$ cat src/rtl/aiq_pkg.sv
// Shared types and constants for the absmax int8 quantizer.
// Used by every module of the block; depends on nothing.
package aiq_pkg;

   localparam logic [1:0] OP_SCAN  = 2'd0;
   localparam logic [1:0] OP_QUANT = 2'd1;
   localparam logic [1:0] OP_LOAD  = 2'd2;

   localparam logic KIND_SCALE = 1'b0;
   localparam logic KIND_QUANT = 1'b1;

   localparam logic [31:0] F_ZERO    = 32'h0000_0000;
   localparam logic [31:0] F_ONE     = 32'h3F80_0000;
   localparam logic [31:0] F_127     = 32'h42FE_0000;
   localparam logic [31:0] F_MAX_MIN = 32'h2B8C_BCCC;
   localparam logic [31:0] MAG_MASK  = 32'h7FFF_FFFF;
   localparam logic [7:0]  EXP_ALL   = 8'hFF;

   localparam logic [7:0] Q_MAX = 8'd127;

   // Quotient bits produced by the divider, one per cycle.
   localparam int DIV_STEPS = 26;

   typedef enum logic [1:0] {
      CMD_QUANT,
      CMD_FINISH,
      CMD_LOAD
   } aiq_cmd_kind_type;

   typedef struct packed {
      aiq_cmd_kind_type kind;
      logic [31:0]      value;
      logic             last;
   } aiq_cmd_type;

   typedef enum logic [2:0] {
      S_IDLE,
      S_NORM,
      S_ROUND,
      S_DIV_SCALE,
      S_DIV_RECIP,
      S_DIV_LOAD,
      S_EMIT
   } aiq_state_type;

   typedef struct packed {
      logic        pop;
      logic        div_start;
      logic [31:0] div_num;
      logic [31:0] div_den;
      logic        out_load;
   } aiq_ctrl_type;

endpackage

$ cat src/rtl/aiq_fdiv.sv
// Iterative IEEE single divider, one quotient bit per cycle, round to nearest even.
// Operands must be normal numbers; results may be subnormal. Uses aiq_pkg.
module aiq_fdiv import aiq_pkg::*; (
   input  logic        clock,
   input  logic        reset,
   input  logic        start,
   input  logic [31:0] num,
   input  logic [31:0] den,
   output logic        busy,
   output logic        done,
   output logic [31:0] quo
);

   logic               run_ff, run_in;
   logic               fin_ff, fin_in;
   logic               done_ff, done_in;
   logic [25:0]        rem_ff, rem_in;
   logic [23:0]        dm_ff, dm_in;
   logic [25:0]        q_ff, q_in;
   logic [4:0]         cnt_ff, cnt_in;
   logic signed [9:0]  exp_ff, exp_in;
   logic               sign_ff, sign_in;
   logic [31:0]        quo_ff, quo_in;

   logic               ge;
   logic [25:0]        diff;
   logic               hi;
   logic signed [9:0]  e_n;
   logic signed [9:0]  sh_w;
   logic [4:0]         sh;
   logic [23:0]        m24;
   logic               g;
   logic               s;
   logic [24:0]        x;
   logic [24:0]        x2;
   logic               lost;
   logic [23:0]        mf;
   logic               gf;
   logic               sf;
   logic [7:0]         efield;
   logic [30:0]        packed_w;

   always_comb begin
      ge   = rem_ff >= {2'b00, dm_ff};
      diff = ge ? (rem_ff - {2'b00, dm_ff}) : rem_ff;

      hi  = q_ff[25];
      e_n = hi ? exp_ff : (exp_ff - 10'sd1);
      m24 = hi ? q_ff[25:2] : q_ff[24:1];
      g   = hi ? q_ff[1] : q_ff[0];
      s   = (hi & q_ff[0]) | (rem_ff != 26'd0);

      // A result below the normal range is shifted right into subnormal form.
      sh_w = 10'sd1 - e_n;
      if (e_n > 10'sd0) begin
         sh = 5'd0;
      end else if (sh_w > 10'sd25) begin
         sh = 5'd25;
      end else begin
         sh = sh_w[4:0];
      end
      x    = {m24, g};
      x2   = x >> sh;
      lost = |(x & ((25'd1 << sh) - 25'd1));
      mf   = x2[24:1];
      gf   = x2[0];
      sf   = s | lost;
      efield = (e_n > 10'sd0) ? e_n[7:0] : 8'd0;
      packed_w = {efield, mf[22:0]} + {30'd0, gf & (sf | mf[0])};
   end

   always_comb begin
      run_in  = run_ff;
      fin_in  = 1'b0;
      done_in = 1'b0;
      rem_in  = rem_ff;
      dm_in   = dm_ff;
      q_in    = q_ff;
      cnt_in  = cnt_ff;
      exp_in  = exp_ff;
      sign_in = sign_ff;
      quo_in  = quo_ff;
      if (start) begin
         run_in  = 1'b1;
         rem_in  = {3'b001, num[22:0]};
         dm_in   = {1'b1, den[22:0]};
         q_in    = 26'd0;
         cnt_in  = 5'd0;
         exp_in  = $signed({2'b00, num[30:23]}) - $signed({2'b00, den[30:23]}) + 10'sd127;
         sign_in = num[31] ^ den[31];
      end else if (run_ff) begin
         rem_in = {diff[24:0], 1'b0};
         q_in   = {q_ff[24:0], ge};
         cnt_in = cnt_ff + 5'd1;
         if (cnt_ff == 5'(DIV_STEPS - 1)) begin
            run_in = 1'b0;
            fin_in = 1'b1;
         end
      end else if (fin_ff) begin
         done_in = 1'b1;
         quo_in  = {sign_ff, packed_w};
      end
   end

   always_ff @(posedge clock) begin
      if (reset) begin
         run_ff  <= 1'b0;
         fin_ff  <= 1'b0;
         done_ff <= 1'b0;
      end else begin
         run_ff  <= run_in;
         fin_ff  <= fin_in;
         done_ff <= done_in;
      end
      rem_ff  <= rem_in;
      dm_ff   <= dm_in;
      q_ff    <= q_in;
      cnt_ff  <= cnt_in;
      exp_ff  <= exp_in;
      sign_ff <= sign_in;
      quo_ff  <= quo_in;
   end

   assign busy = run_ff | fin_ff;
   assign done = done_ff;
   assign quo  = quo_ff;

   assert property (@(posedge clock) disable iff (reset) start |-> !(run_ff || fin_ff))
      else $error("divider started while busy");
   assert property (@(posedge clock) disable iff (reset) fin_ff |=> done_ff && !run_ff)
      else $error("divider finish did not deliver a result");

endmodule

$ cat src/rtl/aiq_front.sv
// Front end: accepts items, folds scan samples into the running maximum and
// turns scan ends, quantizes and valid loads into commands. Uses aiq_pkg.
module aiq_front import aiq_pkg::*; (
   input  logic        clock,
   input  logic        reset,
   input  logic        req_valid,
   output logic        req_stall,
   input  logic [1:0]  req_opcode,
   input  logic [31:0] req_value,
   input  logic        req_last,
   input  logic        q_full,
   output logic        push,
   output aiq_cmd_type entry
);

   logic [31:0] max_ff, max_in;
   logic        accept;
   logic [31:0] mag;
   logic [31:0] folded;
   logic [31:0] final_max;

   assign req_stall = q_full;
   assign accept    = req_valid & ~q_full;

   always_comb begin
      mag = req_value & MAG_MASK;
      // Magnitudes of finite floats order the same way as their bit patterns.
      folded = ((mag[30:23] != EXP_ALL) && (mag > max_ff)) ? mag : max_ff;
      final_max = (folded < F_MAX_MIN) ? F_ONE : folded;

      max_in      = max_ff;
      push        = 1'b0;
      entry.kind  = CMD_QUANT;
      entry.value = req_value;
      entry.last  = req_last;
      if (accept) begin
         case (req_opcode)
            OP_SCAN: begin
               if (req_last) begin
                  max_in      = F_ZERO;
                  push        = 1'b1;
                  entry.kind  = CMD_FINISH;
                  entry.value = final_max;
               end else begin
                  max_in = folded;
               end
            end
            OP_QUANT: begin
               push = 1'b1;
               if (req_value[30:23] == EXP_ALL) begin
                  entry.value = F_ZERO;
               end
            end
            OP_LOAD: begin
               entry.kind = CMD_LOAD;
               push = (req_value[30:23] != 8'd0) && (req_value[30:23] != EXP_ALL);
            end
            default: begin
               push = 1'b0;
            end
         endcase
      end
   end

   always_ff @(posedge clock) begin
      if (reset) begin
         max_ff <= F_ZERO;
      end else begin
         max_ff <= max_in;
      end
   end

endmodule

$ cat src/rtl/aiq_queue.sv
// Two-entry command queue between the front and back ends.
// Uses aiq_pkg for the command type.
module aiq_queue import aiq_pkg::*; (
   input  logic        clock,
   input  logic        reset,
   input  logic        push,
   input  aiq_cmd_type entry,
   input  logic        pop,
   output logic        head_valid,
   output aiq_cmd_type head,
   output logic        full
);

   aiq_cmd_type mem_ff [2];
   logic        wr_ff, wr_in;
   logic        rd_ff, rd_in;
   logic [1:0]  cnt_ff, cnt_in;

   assign head_valid = cnt_ff != 2'd0;
   assign full       = cnt_ff == 2'd2;
   assign head       = mem_ff[rd_ff];

   always_comb begin
      wr_in  = push ? ~wr_ff : wr_ff;
      rd_in  = pop ? ~rd_ff : rd_ff;
      cnt_in = cnt_ff + {1'b0, push} - {1'b0, pop};
   end

   always_ff @(posedge clock) begin
      if (reset) begin
         wr_ff  <= 1'b0;
         rd_ff  <= 1'b0;
         cnt_ff <= 2'd0;
      end else begin
         wr_ff  <= wr_in;
         rd_ff  <= rd_in;
         cnt_ff <= cnt_in;
      end
      if (push) begin
         mem_ff[wr_ff] <= entry;
      end
   end

   assert property (@(posedge clock) disable iff (reset) !(push && full))
      else $error("push into a full queue");
   assert property (@(posedge clock) disable iff (reset) pop |-> head_valid)
      else $error("pop from an empty queue");

endmodule

$ cat src/rtl/aiq_back.sv
// Back end: runs quantize, end-of-scan and load-scale commands, holds the
// reciprocal scale and the output register. Uses aiq_pkg and aiq_fdiv.
module aiq_back import aiq_pkg::*; (
   input  logic               clock,
   input  logic               reset,
   input  logic               head_valid,
   input  aiq_cmd_type        head,
   output logic               pop,
   output logic               rsp_valid,
   input  logic               rsp_stall,
   output logic               rsp_kind,
   output logic [31:0]        rsp_scale_bits,
   output logic signed [7:0]  rsp_quant,
   output logic               rsp_end_mark
);

   aiq_state_type     state_ff, state_in;
   aiq_ctrl_type      ctrl;

   logic [31:0]       recip_ff, recip_in;
   logic [31:0]       m_ff;
   logic [47:0]       prod_ff, prod_in;
   logic signed [9:0] pexp_ff, pexp_in;
   logic              psign_ff;
   logic              last_ff;

   logic              res_kind_ff;
   logic [31:0]       res_scale_ff, res_scale_in;
   logic [7:0]        res_quant_ff, res_quant_in;

   logic              rsp_valid_ff;
   logic              rsp_kind_ff;
   logic [31:0]       rsp_scale_ff;
   logic [7:0]        rsp_quant_ff;
   logic              rsp_end_ff;

   logic              div_busy;
   logic              div_done;
   logic [31:0]       div_quo;
   logic              out_free;

   logic [7:0]        ea, eb;
   logic [23:0]       ma, mb;
   logic [24:0]       r24;
   logic [25:0]       rq;
   logic [4:0]        k;
   logic [7:0]        qc;

   assign out_free = ~rsp_valid_ff | ~rsp_stall;

   aiq_fdiv u_div (
      .clock (clock),
      .reset (reset),
      .start (ctrl.div_start),
      .num   (ctrl.div_num),
      .den   (ctrl.div_den),
      .busy  (div_busy),
      .done  (div_done),
      .quo   (div_quo)
   );

   // Next state.
   always_comb begin
      state_in = state_ff;
      case (state_ff)
         S_IDLE: begin
            if (head_valid) begin
               case (head.kind)
                  CMD_QUANT:  state_in = S_NORM;
                  CMD_FINISH: state_in = S_DIV_SCALE;
                  CMD_LOAD:   state_in = S_DIV_LOAD;
                  default:    state_in = S_IDLE;
               endcase
            end
         end
         S_NORM: begin
            if (prod_ff == 48'd0) begin
               state_in = S_EMIT;
            end else if (prod_ff[47]) begin
               state_in = S_ROUND;
            end
         end
         S_ROUND:     state_in = S_EMIT;
         S_DIV_SCALE: if (div_done) state_in = S_DIV_RECIP;
         S_DIV_RECIP: if (div_done) state_in = S_EMIT;
         S_DIV_LOAD:  if (div_done) state_in = S_IDLE;
         S_EMIT:      if (out_free) state_in = S_IDLE;
         default:     state_in = S_IDLE;
      endcase
   end

   // Control outputs.
   always_comb begin
      ctrl.pop       = 1'b0;
      ctrl.div_start = 1'b0;
      ctrl.div_num   = F_ONE;
      ctrl.div_den   = head.value;
      ctrl.out_load  = 1'b0;
      case (state_ff)
         S_IDLE: begin
            ctrl.pop = head_valid;
            if (head_valid && (head.kind == CMD_FINISH)) begin
               ctrl.div_start = 1'b1;
               ctrl.div_num   = head.value;
               ctrl.div_den   = F_127;
            end else if (head_valid && (head.kind == CMD_LOAD)) begin
               ctrl.div_start = 1'b1;
            end
         end
         S_DIV_SCALE: begin
            if (div_done) begin
               ctrl.div_start = 1'b1;
               ctrl.div_num   = F_127;
               ctrl.div_den   = m_ff;
            end
         end
         S_EMIT: ctrl.out_load = out_free;
         default: ctrl.out_load = 1'b0;
      endcase
   end

   assign pop = ctrl.pop;

   // Product of the sample and the reciprocal; subnormals use exponent one.
   always_comb begin
      ea = (head.value[30:23] == 8'd0) ? 8'd1 : head.value[30:23];
      eb = (recip_ff[30:23] == 8'd0) ? 8'd1 : recip_ff[30:23];
      ma = {head.value[30:23] != 8'd0, head.value[22:0]};
      mb = {recip_ff[30:23] != 8'd0, recip_ff[22:0]};
      prod_in = prod_ff;
      pexp_in = pexp_ff;
      if (state_ff == S_IDLE) begin
         prod_in = {24'd0, ma} * {24'd0, mb};
         pexp_in = $signed({2'b00, ea}) + $signed({2'b00, eb}) - 10'sd253;
      end else if (state_ff == S_NORM && !prod_ff[47] && prod_ff != 48'd0) begin
         if (prod_ff[47:40] == 8'd0) begin
            prod_in = {prod_ff[39:0], 8'd0};
            pexp_in = pexp_ff - 10'sd8;
         end else begin
            prod_in = {prod_ff[46:0], 1'b0};
            pexp_in = pexp_ff - 10'sd1;
         end
      end
   end

   // The product is first rounded to single precision, then half away from zero.
   always_comb begin
      r24 = {1'b0, prod_ff[47:24]}
          + {24'd0, prod_ff[23] & ((|prod_ff[22:0]) | prod_ff[24])};
      k   = 5'd23 - pexp_ff[4:0];
      rq  = ({1'b0, r24} + (26'd1 << (k - 5'd1))) >> k;
      if (pexp_ff < -10'sd2) begin
         qc = 8'd0;
      end else if (pexp_ff > 10'sd6 || rq > {18'd0, Q_MAX}) begin
         qc = Q_MAX;
      end else begin
         qc = rq[7:0];
      end
   end

   always_comb begin
      res_quant_in = res_quant_ff;
      res_scale_in = res_scale_ff;
      recip_in     = recip_ff;
      if (state_ff == S_NORM && prod_ff == 48'd0) begin
         res_quant_in = 8'd0;
      end else if (state_ff == S_ROUND) begin
         res_quant_in = psign_ff ? (8'd0 - qc) : qc;
      end
      if (state_ff == S_DIV_SCALE && div_done) begin
         res_scale_in = div_quo;
      end
      if ((state_ff == S_DIV_RECIP || state_ff == S_DIV_LOAD) && div_done) begin
         recip_in = div_quo;
      end
   end

   always_ff @(posedge clock) begin
      if (reset) begin
         state_ff     <= S_IDLE;
         recip_ff     <= F_ONE;
         rsp_valid_ff <= 1'b0;
      end else begin
         state_ff <= state_in;
         recip_ff <= recip_in;
         if (ctrl.out_load) begin
            rsp_valid_ff <= 1'b1;
         end else if (!rsp_stall) begin
            rsp_valid_ff <= 1'b0;
         end
      end
      prod_ff      <= prod_in;
      pexp_ff      <= pexp_in;
      res_quant_ff <= res_quant_in;
      res_scale_ff <= res_scale_in;
      if (ctrl.pop) begin
         m_ff        <= head.value;
         psign_ff    <= head.value[31] ^ recip_ff[31];
         last_ff     <= head.last;
         res_kind_ff <= (head.kind == CMD_QUANT) ? KIND_QUANT : KIND_SCALE;
      end
      if (ctrl.out_load) begin
         rsp_kind_ff  <= res_kind_ff;
         rsp_scale_ff <= (res_kind_ff == KIND_SCALE) ? res_scale_ff : 32'd0;
         rsp_quant_ff <= (res_kind_ff == KIND_QUANT) ? res_quant_ff : 8'd0;
         rsp_end_ff   <= last_ff;
      end
   end

   assign rsp_valid      = rsp_valid_ff;
   assign rsp_kind       = rsp_kind_ff;
   assign rsp_scale_bits = rsp_scale_ff;
   assign rsp_quant      = $signed(rsp_quant_ff);
   assign rsp_end_mark   = rsp_end_ff;

   assert property (@(posedge clock) disable iff (reset)
      div_done |-> (state_ff == S_DIV_SCALE || state_ff == S_DIV_RECIP ||
                    state_ff == S_DIV_LOAD))
      else $error("divider result arrived with no command waiting for it");
   assert property (@(posedge clock) disable iff (reset)
      (state_ff == S_DIV_RECIP || state_ff == S_DIV_LOAD) |-> (div_busy || div_done))
      else $error("waiting on an idle divider");

endmodule

$ cat src/rtl/absmax_int8_quantizer.sv
// Per-tensor symmetric absmax int8 quantizer on single-precision floats.
// Scan items without the last flag are absorbed at the front end, one per cycle while the
// queue is not full. A quantize result passes the product register, normalize steps,
// rounding and the output register; a zero product skips rounding, subnormals take more
// normalize steps. An end-of-scan item runs two divisions before its scale is valid; a
// load-scale item holds the back end for one division. A two-entry queue lets the front
// keep accepting meanwhile. Synchronous reset zeroes the maximum, reciprocal 1.0.
module absmax_int8_quantizer import aiq_pkg::*; (
   input  logic              clock,
   input  logic              reset,
   input  logic              req_valid,
   output logic              req_stall,
   input  logic [1:0]        req_opcode,
   input  logic [31:0]       req_value,
   input  logic              req_last,
   output logic              rsp_valid,
   input  logic              rsp_stall,
   output logic              rsp_kind,
   output logic [31:0]       rsp_scale_bits,
   output logic signed [7:0] rsp_quant,
   output logic              rsp_end_mark
);

   logic        q_full;
   logic        q_push;
   logic        q_pop;
   logic        q_valid;
   aiq_cmd_type q_entry;
   aiq_cmd_type q_head;

   aiq_front u_front (
      .clock      (clock),
      .reset      (reset),
      .req_valid  (req_valid),
      .req_stall  (req_stall),
      .req_opcode (req_opcode),
      .req_value  (req_value),
      .req_last   (req_last),
      .q_full     (q_full),
      .push       (q_push),
      .entry      (q_entry)
   );

   aiq_queue u_queue (
      .clock      (clock),
      .reset      (reset),
      .push       (q_push),
      .entry      (q_entry),
      .pop        (q_pop),
      .head_valid (q_valid),
      .head       (q_head),
      .full       (q_full)
   );

   aiq_back u_back (
      .clock          (clock),
      .reset          (reset),
      .head_valid     (q_valid),
      .head           (q_head),
      .pop            (q_pop),
      .rsp_valid      (rsp_valid),
      .rsp_stall      (rsp_stall),
      .rsp_kind       (rsp_kind),
      .rsp_scale_bits (rsp_scale_bits),
      .rsp_quant      (rsp_quant),
      .rsp_end_mark   (rsp_end_mark)
   );

endmodule

$ cat config.mk
export PLATFORM = sky130hd
export DESIGN_NAME = absmax_int8_quantizer
export DESIGN_NICKNAME = d
export VERILOG_FILES = /design/src/rtl/aiq_pkg.sv /design/src/rtl/aiq_fdiv.sv /design/src/rtl/aiq_front.sv /design/src/rtl/aiq_queue.sv /design/src/rtl/aiq_back.sv /design/src/rtl/absmax_int8_quantizer.sv
export SDC_FILE = /design/constraint.sdc
export NUM_CORES = 2
export LEC_CHECK = 0
export ABC_AREA = 1
export BUFFER_PORTS_ARGS = -buffer_cell sky130_fd_sc_hd__buf_2
export CAP_MARGIN = 20
export CORE_AREA = 8 8 352 354
export CTS_BUF_LIST = sky130_fd_sc_hd__clkbuf_4 sky130_fd_sc_hd__clkbuf_8
export CTS_CLUSTER_SIZE = 30
export DETAILED_ROUTE_END_ITERATION = 10
export DIE_AREA = 0 0 360 362
export PLACE_DENSITY = 0.55
export SYNTH_ARGS = -nofsm -noshare
export SYNTH_HDL_FRONTEND = slang
export SYNTH_SLANG_ARGS = --single-unit
$ cat constraint.sdc
create_clock -name clock -period 23.4 [get_ports clock]
set_clock_uncertainty 0.05 [all_clocks]
set_input_delay 3.51 -clock clock [delete_from_list [all_inputs] [get_ports clock]]
set_output_delay 3.51 -clock clock [all_outputs]
set_load 0.01 [all_outputs]
Word-level counts from Yosys, hierarchy flattened:

Memory sizes are Yosys's and may differ from the RTL's. A register that Yosys moved wholly into a read port is not among the register bits.
Cells that the tools add are included.

* $add $sub $neg: 19
* multiply operators: 1
* $lt $le $gt $ge: 8
* equality and inequality tests: 21
* shift-type cells: 4
* mux-type cells: 59
* bitwise operators: 19
* reductions and logical operators: 34

Operators by type and width (count)
* $mux W48: 3
* $pmux W65 S2: 1
* $mux W32: 4
* $mux W65: 1
* $mux W64: 1
* $pmux W32 S2: 1
* $logic_not A48 Y1: 1
* $mul A24 B24 Y48: 1
* $mux W8: 6
* $reduce_bool A48 Y1: 1
* $mux W23: 2
* $mux W10: 4
* $mux W34: 1
* $mux W33: 1
* $gt A31 B32 Y1: 1
* $lt A32 B30 Y1 const B: 1
* $add A31 B1 Y31: 1
* $add A25 B26 Y26: 1
* $ge A26 B24 Y1: 1
* $gt A26 B7 Y1 const B: 1
* $reduce_bool A26 Y1: 1
* $shl A1 B5 Y26 const A: 1
* $shr A26 B5 Y26: 1
* $add A24 B1 Y25: 1
* other kinds (60): 127

* flip-flop bits (word level): 373
* bits in writable memories: 70
* input port bits: 39
* output and inout bits: 44
* word-level logic and storage cells: 196
* memories: 1

Memories
* u_queue.mem_ff: words 2, width 35, read ports 1, clocked after Yosys merged registers in 1, wr ports 1, RTL line aiq_queue.sv:14 `aiq_cmd_type mem_ff [2];`

Longest topological paths before layout:

* word-level depth: 14
* depth in mapped cells: 43
* gate-level depth less buffers: 41

Cells and area by module:

Synthesis repeated with hierarchy kept, for this count alone.

* cell total of the unflattened synthesis: 6345
* area total of the unflattened synthesis: 48261.3 µm²

By module, submodules not included
* aiq_back: times used 1, cells each 4027, area each 31412.6 µm², seq. area each 5895.7 µm²
* aiq_fdiv: times used 1, cells each 1427, area each 9915.8 µm², seq. area each 3413.3 µm²
* aiq_front: times used 1, cells each 751, area each 4028.9 µm², seq. area each 640.6 µm²
* aiq_queue: times used 1, cells each 140, area each 2904.0 µm², seq. area each 2202.1 µm²

Worst setup path before layout:

Ideal clock, no wire load.

* path type: flip-flop to flip-flop
* start: register with a tool-made name
* end: register u_back.prod_ff[45], data pin
* library setup time: 0.269 ns
* arrival: 7.488 ns
* required time: 23.081 ns
* setup slack: 15.592 ns
* stages on the path, launching flop included: 36
* path buffers: 4
* period minus slack after synthesis: 7.808 ns
* path through: dfxtp_1 clkbuf_1 inv_1 clkbuf_1 clkbuf_1 or2_2 nand2_1 clkinv_1 clkbuf_1 nand2_1 fa_1 fa_1 inv_1 fa_1 ha_1 fa_1 inv_1 fa_1 fa_1 inv_1 ha_1 a21oi_1 o21ai_0 a21oi_1 o21ai_0 a21boi_0 o21bai_1 a21oi_1 o21ai_0 a21boi_0 inv_1 nand2_1 nand2_1 xor2_1 nand2_1 o21ai_0

RTL lines
* to (signal assigned): RTL line aiq_back.sv:192 `prod_ff <= prod_in;`
* to (decl): RTL line aiq_back.sv:22 `logic [47:0] prod_ff, prod_in;`

==> results.md <==
* RSZ-0062 raised after global routing: false
* FP Rows at 127
* Number of global-route vias before repair at 38900
* CP most frequent cell: fa_1
* Tot GR Track Use at 0.217
* GP Congestion at 0.935
* Worst Tran Pin Value at 1.18 ns
* Endpoints failing hold at 0
* DR pass1 iterations at 6
* CTS sink count at ~440
* Most common cell in the netlist: nand2_1
* Vias/cell at 5.18
* Synthesized cell area at between 0.04 and 0.05 mm^2
* Post-synth EDFFs at 326
* Max_cap viols at 0
* I/O pins at 83
* Crit-path max FO at 36
* DP HPWL at 112000 um
* Pin count of the biggest net entering global routing at 72
* DRC at 0
* Post-synth net total at 6821
* DR WL/cell at 18.9 um
* Worst path slowest cell: clkinv_1
* Die area at 0.130 mm^2
* Max clock buf depth at 3
* Startpoint types: flip-flop
* Final Cycle Share at 0.404
* Yosys top cell area share at 0.209
* CTS Buf Count at 84
* Synth Register Bits at approximately 440
* Area grow syn2layout at 8.18%
* Worst IR Drop VDD at 0.0000692 V
* Routed WL at 144000 um
* Post-synthesis sequential area ratio at 0.260
* Primary FF master, synth: edfxtp_1
* Util after Layout at 0.427
* Ys async rst share at 0
* Hold crit path type: reg2reg
* Clock slew at reported path FFs at 0.06 ns
* CP max stage delay at 0.77 ns
* Chip width at ~360 um
* Distinct cells, synth at 68
* Slew Limit Headroom at 0.214
* Leading area contributor after synthesis: edfxtp_1
* CTS hold repair buffers at 0
* Synth top area cells: edfxtp_1 21%, fa_1 21%, nand2_1 11%
* Initial antenna violation count at 2
* Setup TNS at 0 ns
* Core ar. at 0.119 mm^2
* Final setup vio count at 0
* Post-synth top cells: 1419 x nand2_1, 1067 x inv_1, 516 x nor2_1
* Minimum clock period at 9.45 ns
* Initial Utilization at 0.394
* Post_cts resized at 0
* First-pass GRT wire length at 225000 um
* Post-Syn Instances at 6010
* NumNets Final at a little under 7000
* CP endpoint kind: flip-flop
* CTS root buf: clkbuf_8
* Crit path required time at 23.80 ns
* Avg Cell Area, Syn at 7.79 um^2
* Via count at slightly below 40000
* Max Slew Vio Count at 0
* Power Density at roughly 110 mW/mm^2
* Port bufs at 82
* Grt ovf at 0
* CTS tree: built
* Die Ht at 362 um
* Power Total at 0.00550 W
* Setup Fix Bufs, Post-CTS at 0
* Starting DRC count in detailed routing at 3041
* Skew-Pair Late Insertion Delay at 0.75 ns
* Detail Route Antenna Nets at 0
* Status: completed
* Critical Path AT at 9.86 ns
* WHS at 0.374 ns
* Max Clock Freq at 106 MHz
* Htree depth at 3
* WS Path Type: reg2reg
* Cell leakage power at about 24 nW
* Yosys warns at 0
* Share of cells above drive strength 1 at 0.0785
worst max-delay path, delay by kind of cell, from the launching register on:
family | cells | cell delay [ns]
buffers and inverters | 7 | 1.91
AND/OR/NAND/NOR | 6 | 1.28
adder cells (fa/ha/maj) | 8 | 3.49
AO/OA/AOI/OAI | 10 | 1.96
flip-flops | 1 | 0.31
XOR/XNOR | 1 | 0.14
per-layer routing:
layer,global-route usage,part of all wire,vias up
li1,-,-,19071
met1,0.303,0.46,19057
met2,0.349,0.45,1212
met3,0.0334,0.063,192
met4,0.0590,0.026,0
met5,0,0,-
power by group:
group          switching, W  internal [W]  leakage [nW]  total [W]
clock              0.000381      0.000486         0.989   0.000868
sequential         0.000129       0.00116          4.02    0.00129
combinational       0.00235      0.000991          18.7    0.00334
total               0.00286       0.00264          23.7    0.00550
registers in the layout, indices dropped and copies added, names as in the netlist, 2 cells and up, named ones only:
register / flops
u_queue.mem_ff: 70
u_back.u_div.rem_ff: 26
u_front.max_ff: 32
u_queue.cnt_ff: 2
u_back.m_ff: 32
u_back.u_div.dm_ff: 23
u_back.u_div.exp_ff: 10
u_back.res_quant_ff: 8
u_back.u_div.cnt_ff: 5
u_back.u_div.q_ff: 26
u_back.u_div.quo: 32
u_back.rsp_scale_bits: 32
u_back.rsp_quant: 8
u_back.state_ff: 3
u_back.recip_ff: 32
u_back.res_scale_ff: 32
u_back.prod_ff: 48
u_back.pexp_ff: 10
per-stage QoR:
stage / worst slack [ns] / area [um^2] / cells
after CTS: 13.78 / 50600 / 7620
final: 13.95 / 50600 / 7626
after global routing: 13.06 / 50600 / 7626
after floorplan: 15.59 / 46800 / 6010
after detailed placement: 13.81 / 48700 / 7463
after global placement: 14.00 / 48700 / 7462
cell usage in the layout, fill, tap and decap left out, types with 14 or more instances in the layout:
cell	count
clkbuf_8	92
o22ai_1	56
a21oi_1	307
nor4_1	25
buf_2	83
clkinv_2	14
nand2_1	1417
nor2_1	509
nand2_2	18
o21ai_0	344
o21ai_1	37
clkbuf_4	24
o221ai_1	27
xnor2_1	28
edfxtp_1	326
or2_2	72
clkinv_1	41
inv_2	21
inv_1	1066
nand3_1	245
ha_1	285
o211ai_1	35
dfxtp_1	117
nor3_1	26
nor2_2	22
buf_4	58
fa_1	487
nand4_1	58
a31oi_1	25
xor2_1	52
final timing paths:
check                                start                            end  slack (ns)  cells after the start
setup / recovery                 flip-flop   u_back.prod_ff[45]$_DFFE_PP_       13.95                     32
hold / removal    u_back.last_ff$_DFFE_PP_  u_back.rsp_end_mark$_DFFE_PP_        0.37                      0
setup reg to reg                 flip-flop   u_back.prod_ff[45]$_DFFE_PP_       13.95                     32
hold reg to reg   u_back.last_ff$_DFFE_PP_  u_back.rsp_end_mark$_DFFE_PP_        0.37                      0
final cells by class:
class / instances / area [um^2]
clock buffer: 116 / 1450
multi-input combinational: 4213 / 29500
tap: 1548 / 1940
antenna: 3 / 7.51
clock inverter: 41 / 433
inverter: 1117 / 4200
sequential: 444 / 12200
fill: 12117 / 68100
timing repair buffer: 144 / 933
kinds of logic (layout without fill, tap and decap cells):
logic type / after synthesis / after routing / synth area share
compound gates: 909 / 909 / 0.108
xor+xnor: 80 / 80 / 0.0150
fa+ha+maj: 772 / 772 / 0.284
buf+inv: 1353 / 1418 / 0.111
flops: 444 / 444 / 0.260
mux: 4 / 4 / 0.000882
other cells: 0 / 3 / 0
simple gates: 2448 / 2448 / 0.221
(Power assumes the default switching activity.)
